--- src/rtl/ljpf_pkg.sv ---
// Shared types, register codes, operation codes and reset values
// for the Lennard-Jones pair force block. Depends on nothing.
package ljpf_pkg;

  localparam int POS_FRAC_BITS_DEF = 16;

  localparam logic [2:0] CFG_BOX    = 3'd0;
  localparam logic [2:0] CFG_CUTOFF = 3'd1;
  localparam logic [2:0] CFG_EPS    = 3'd2;
  localparam logic [2:0] CFG_SIGMA6 = 3'd3;
  localparam logic [2:0] CFG_ESHIFT = 3'd4;

  localparam logic [30:0] BOX_RST    = 31'd655360;
  localparam logic [30:0] CUTOFF_RST = 31'd163840;
  localparam logic [31:0] EPS_RST    = 32'd65536;
  localparam logic [47:0] SIGMA6_RST = 48'd65536;
  localparam logic [47:0] ESHIFT_RST = 48'hFFFF_FFFB_D2AC;  // -273748

  // Multiply operations, in the order the controller issues them.
  localparam logic [3:0] OP_RC2  = 4'd0;
  localparam logic [3:0] OP_SQ0  = 4'd1;
  localparam logic [3:0] OP_SQ1  = 4'd2;
  localparam logic [3:0] OP_SQ2  = 4'd3;
  localparam logic [3:0] OP_I2SQ = 4'd4;
  localparam logic [3:0] OP_I6   = 4'd5;
  localparam logic [3:0] OP_U    = 4'd6;
  localparam logic [3:0] OP_UU   = 4'd7;
  localparam logic [3:0] OP_EM   = 4'd8;
  localparam logic [3:0] OP_GM   = 4'd9;
  localparam logic [3:0] OP_K    = 4'd10;
  localparam logic [3:0] OP_F0   = 4'd11;
  localparam logic [3:0] OP_F1   = 4'd12;
  localparam logic [3:0] OP_F2   = 4'd13;

  typedef struct packed {
    logic               clear_sums;
    logic signed [31:0] first_x;
    logic signed [31:0] first_y;
    logic signed [31:0] first_z;
    logic signed [31:0] second_x;
    logic signed [31:0] second_y;
    logic signed [31:0] second_z;
  } in_t;

  typedef struct packed {
    logic signed [47:0] force_x;
    logic signed [47:0] force_y;
    logic signed [47:0] force_z;
    logic               within_cutoff;
    logic signed [63:0] energy_total;
    logic signed [63:0] virial_total;
    logic               saturated;
  } out_t;

  typedef struct packed {
    logic       load;
    logic       wrap;
    logic       mul_start;
    logic       mul_commit;
    logic [3:0] op;
    logic       cmp;
    logic       div_start;
    logic       div_commit;
    logic       acc;
  } cmd_t;

  typedef struct packed {
    logic r2_ok;
    logic mul_done;
    logic div_done;
    logic out_free;
  } stat_t;

endpackage

--- src/rtl/ljpf_ctrl.sv ---
// Controller: sequences wrap, the multiply operations and the reciprocal
// for one pair at a time. Depends on ljpf_pkg.
module ljpf_ctrl (
  input  logic            clk,
  input  logic            rst,
  input  logic            in_valid,
  output logic            in_stall,
  input  ljpf_pkg::stat_t stat,
  output ljpf_pkg::cmd_t  cmd
);
  import ljpf_pkg::*;

  localparam logic [2:0] S_IDLE   = 3'd0;
  localparam logic [2:0] S_WRAP   = 3'd1;
  localparam logic [2:0] S_MSTART = 3'd2;
  localparam logic [2:0] S_MWAIT  = 3'd3;
  localparam logic [2:0] S_CMP    = 3'd4;
  localparam logic [2:0] S_DSTART = 3'd5;
  localparam logic [2:0] S_DWAIT  = 3'd6;
  localparam logic [2:0] S_ACC    = 3'd7;

  logic [2:0] state, state_next;
  logic [3:0] op, op_next;

  always_comb begin
    state_next = state;
    op_next = op;
    cmd = '0;
    cmd.op = op;
    in_stall = (state != S_IDLE);
    unique case (state)
      S_IDLE: if (in_valid) begin
        cmd.load = 1'b1;
        state_next = S_WRAP;
      end
      S_WRAP: begin
        cmd.wrap = 1'b1;
        op_next = OP_RC2;
        state_next = S_MSTART;
      end
      S_MSTART: begin
        cmd.mul_start = 1'b1;
        state_next = S_MWAIT;
      end
      S_MWAIT: if (stat.mul_done) begin
        cmd.mul_commit = 1'b1;
        op_next = op + 4'd1;
        if (op == OP_SQ2) state_next = S_CMP;
        else if (op == OP_F2) state_next = S_ACC;
        else state_next = S_MSTART;
      end
      S_CMP: begin
        cmd.cmp = 1'b1;
        state_next = stat.r2_ok ? S_DSTART : S_ACC;
      end
      S_DSTART: begin
        cmd.div_start = 1'b1;
        state_next = S_DWAIT;
      end
      S_DWAIT: if (stat.div_done) begin
        cmd.div_commit = 1'b1;
        op_next = OP_I2SQ;
        state_next = S_MSTART;
      end
      S_ACC: if (stat.out_free) begin
        cmd.acc = 1'b1;
        state_next = S_IDLE;
      end
      default: state_next = S_IDLE;
    endcase
  end

  always_ff @(posedge clk) begin
    if (rst) begin
      state <= S_IDLE;
      op    <= OP_RC2;
    end else begin
      state <= state_next;
      op    <= op_next;
    end
  end

`ifndef SYNTH
  a_mul_only_waiting: assert property (@(posedge clk) disable iff (rst)
    stat.mul_done |-> state == S_MWAIT) else $error("multiplier done while not waiting");
  a_div_only_waiting: assert property (@(posedge clk) disable iff (rst)
    stat.div_done |-> state == S_DWAIT) else $error("divider done while not waiting");
  a_load_then_wrap: assert property (@(posedge clk) disable iff (rst)
    cmd.load |=> state == S_WRAP) else $error("accepted pair not wrapped next");
`endif

endmodule

--- config.mk ---
export PLATFORM = sky130hd
export DESIGN_NAME = ljpf_ctrl
export DESIGN_NICKNAME = d
export VERILOG_FILES = /design/src/rtl/ljpf_pkg.sv /design/src/rtl/ljpf_ctrl.sv
export SDC_FILE = /design/constraint.sdc
export NUM_CORES = 1
export LEC_CHECK = 0
export ABC_AREA = 0
export BUFFER_PORTS_ARGS = -buffer_cell sky130_fd_sc_hd__buf_2
export CAP_MARGIN = 10
export CORE_AREA = 3 3 40 42
export CTS_BUF_LIST = sky130_fd_sc_hd__clkbuf_16
export DETAILED_ROUTE_END_ITERATION = 6
export DIE_AREA = 0 0 43 45
export PLACE_DENSITY = 0.71
export SLEW_MARGIN = 10
export SYNTH_ARGS = -nofsm -noshare
export SYNTH_HDL_FRONTEND = slang
export SYNTH_SLANG_ARGS = --single-unit
--- constraint.sdc ---
create_clock -name clk -period 1.6 [get_ports clk]
set_input_delay 0.32 -clock clk [delete_from_list [all_inputs] [get_ports clk]]
set_output_delay 0.32 -clock clk [all_outputs]
set_load 0.005 [all_outputs]
### Yosys cells after proc, flatten, opt, wreduce, memory -nomap -nowiden

Index checks and enable logic that the tools add are counted.

| word-level totals | value |
|---|---|
| register bits | 7 |
| input bits | 7 |
| output and inout bits | 13 |
| word-level logic and storage cells | 44 |

| operators by class | value |
|---|---|
| add/subtract/negate cells | 1 |
| equal/unequal tests | 13 |
| multiplexer cells | 23 |
| reduce and logical (&&, ||, !) cells | 5 |

Operators with widths:

| operator | count |
|---|---|
| $pmux W3 S8 | 1 |
| $mux W3 | 6 |
| $eq A3 B3 Y1 const B | 4 |
| $mux W1 | 12 |
| $pmux W4 S3 | 1 |
| $mux W4 | 2 |
| $ne A2 B2 Y1 const B | 4 |
| $eq A3 B2 Y1 const B | 2 |
| $reduce_bool A3 Y1 | 2 |
| $add A4 B1 Y4 const B | 1 |
| $eq A4 B2 Y1 const B | 1 |
| $eq A4 B4 Y1 const B | 1 |
| $reduce_and A4 Y1 | 1 |
| $eq A3 B1 Y1 const B | 1 |
| $logic_not A3 Y1 | 1 |
| $reduce_and A3 Y1 | 1 |
| $mux W2 | 1 |

### Depth between registers and ports, before layout

| depth | value |
|---|---|
| word-level depth | 5 |
| mapped depth | 6 |
| depth with buffers taken out | 6 |

### Worst setup path after synthesis

OpenSTA, ideal clock, no wires.

| timing | value |
|---|---|
| kind | register to output |
| start point | register state[0] |
| end point | output port cmd[11] (netlist name) |
| arrival | 1000 ps |
| slack | 280 ps |
| stages on the path, launching flop included | 4 |
| cell sequence | dfxtp_1 -> clkbuf_1 -> or3_1 -> nor2_1 |

RTL lines:

| item | RTL line | text |
|---|---|---|
| from (decl) | ljpf_ctrl.sv:22 | `logic [2:0] state, state_next;` |
| from (signal assigned) | ljpf_ctrl.sv:78 | `state <= state_next;` |
| to (decl) | ljpf_ctrl.sv:9 | `output ljpf_pkg::cmd_t cmd` |

==> results.tsv <==
metric	value	unit
finalNetCount	97	
mostFrequentLayoutCells	buf_2, nor2_1, inv_1, a21oi_1, o21ai_0	
synth.distinct_cells	26	
avgSynthCellArea	7.585	um2
drc_errors	0	
synthCells	64	
reg2regPathDepth	3	
final_common_cell	buf_2	
relSlewSlack	84.79	%
grt.overflow.total	0	
hold_path.class	in -> reg	
r2r-start	state[0]	
crit_slowest_cell	dfxtp_2	
post-route-min-period	1.485	ns
core-area	1285	um2
cts_buffers	3	
skew	0.005679	ns
yosysTopAreaCell	dfxtp_1	
ant_nets	0	
yosys-top-cells-area	dfxtp_1, nor2_1, a21oi_1	
initial_utilization	37.78	%
power_density	1031	nW/um2
place_hpwl	897	um
setup_viol	0	
power	0.7187	mW
maxCapViolations	0	
grt_max_degree	13	
worst-setup-path-type	reg -> out	
clockBufferDepth	2	
cp_max_fo	12	
io_pins	20	
via_per_inst	5.235	
arrival	1.17	ns
yosys_warnings	0	
maxSlewViolCount	0	
worst_pin_slew	0.2278	ns
clk-insertion-delay-late	0.23	ns
syn_area	485.5	um2
required	1.28	ns
placed_cell_area	610.6	um2
syn_nets	73	
setup_tns	0	ns
rsz0062_at_grt	no	
synth_seq_cells	7	
cts-root-buf	clkbuf_16	
path_clk_slew	0.04	ns
vias	534	
grt_usage	14.27	%
cts_sinks	7	
slowest_delay	0.34	ns
holdWs	0.3402	ns
fillers	133	
critPathLaunchType	flop	
synth_top_area_share	28.87	%
fmax	673.2	MHz
dr.pass1.iters	4	
die_h	45	um
chipWidth	43	um
path_cells	buf_6, nand4b_1, inv_1, buf_2	
r2r_slack	0.30	ns
grt_pass1_vias	486	
antenna_found_initial	0	
place_congestion	0.7541	
hp-start	rst	
wirelength	1.190	mm
post-route-period-util	92.84	%
power_leakage	0.3403	nW
final_cell_area	696.9	um2
diodes	0	
cp-end-kind	output port	
tritoncts	done	
status	finished clean	
layout-drive-gt1-share	34.48	%
area_growth	43.56	%
rows	13	
yosysSeqAreaShare	28.87	%
whs_endpoint	state[0]	
htree_levels	1	
drtIter0Drc	7	
avgRoutedWirePerCell	11.67	um
final_hold_viol_count	0	
grt_pass1_wl	2.014	mm
ir_drop	1.149	mV
die-area	1935	um2
hold_depth	2	
place.port_buffers	19	
r2r-end	state[1]	
-- through the flow --
step	utilization, %	instances	worst slack [ns]
6_report	54.24	102	0.1146
5_1_grt	54.24	102	0.01553
4_1_cts	53.65	102	0.02431
3_5_place_dp	47.52	98	0.2243
3_3_place_gp	47.52	98	0.2519
2_1_floorplan	-	64	0.2801
-- critical path: cells and delay by family, from the launching register on --
family        cells  cell delay (ns)
buf+inv           3             0.36
flops             1             0.34
simple gates      1             0.23
-- what timing repair did --
action,CTS,global route
endpoints found under the setup margin,0,3
resized for setup,0,4
hold buffers,0,0
setup buffers,0,0
-- registers in the layout (all words and copies together) (netlist names) --
name / count
state: 3
op: 4
-- cells in the mapped netlist (all sizes together) --
| cell type | count |
|---|---|
| nor2 | 8 |
| dfxtp | 7 |
| a21oi | 6 |
| o21ai | 5 |
| inv | 4 |
| clkbuf | 3 |
| nand2 | 3 |
| nand2b | 3 |
| or3 | 3 |
| and4b | 2 |
| ha | 2 |
| nand3 | 2 |
| nand3b | 2 |
| nand4b | 2 |
| nor2b | 2 |
| a21boi | 1 |
| a22o | 1 |
| a22oi | 1 |
| a311oi | 1 |
| a32o | 1 |
| and2 | 1 |
| and4 | 1 |
| mux2 | 1 |
| nor3 | 1 |
| nor3b | 1 |
-- worst max-delay path by stage --
stage / from / end / slack, ns
after floorplan: state[0] / cmd[11] / 0.28
final: state[2] / cmd[8] / 0.11
after global routing: state[1] / cmd[8] / 0.02
after global placement: state[0] / state[1] / 0.25
after CTS: state[1] / cmd[8] / 0.02
after detailed placement: state[0] / op[3] / 0.22
-- power breakdown --
part	internal (mW)	total (mW)	switching, mW
sequential	0.184	0.196	0.0125
combinational	0.0508	0.0979	0.0471
clock	0.325	0.424	0.0990
-- cell families (layout without fill, tap and decap cells) --
| kind of cell | after synthesis | after routing | synth area share, % |
|---|---|---|---|
| DFF | 7 | 7 | 28.87 |
| muxes | 1 | 1 | 2.319 |
| AOI/OAI and AO/OA | 16 | 16 | 20.88 |
| buffers and inverters | 7 | 30 | 5.411 |
| and+or+nand+nor | 31 | 31 | 37.37 |
| adders and majority gates | 2 | 2 | 5.154 |
-- metal layers --
| layer | global-route usage [%] | wire length [um] | vias up |
|---|---|---|---|
| met1 | 16.50 | 528 | 240 |
| met5 | 0 | 0 | - |
| met2 | 23.65 | 555 | 17 |
| met4 | 3.614 | 10 | 0 |
| met3 | 7.171 | 95 | 2 |
| li1 | - | - | 275 |
-- layout make-up --
type / count / area [um2] / area share [%]
multi-input cells: 50 / 319.1 / 45.78
repair buffers: 22 / 121.4 / 17.41
clock inverters: 1 / 3.754 / 0.5386
flip-flops and latches: 7 / 143.9 / 20.65
well taps: 15 / 18.77 / 2.693
clock buffers: 3 / 75.07 / 10.77
inverters: 4 / 15.01 / 2.154
(Power assumes the default switching activity.)
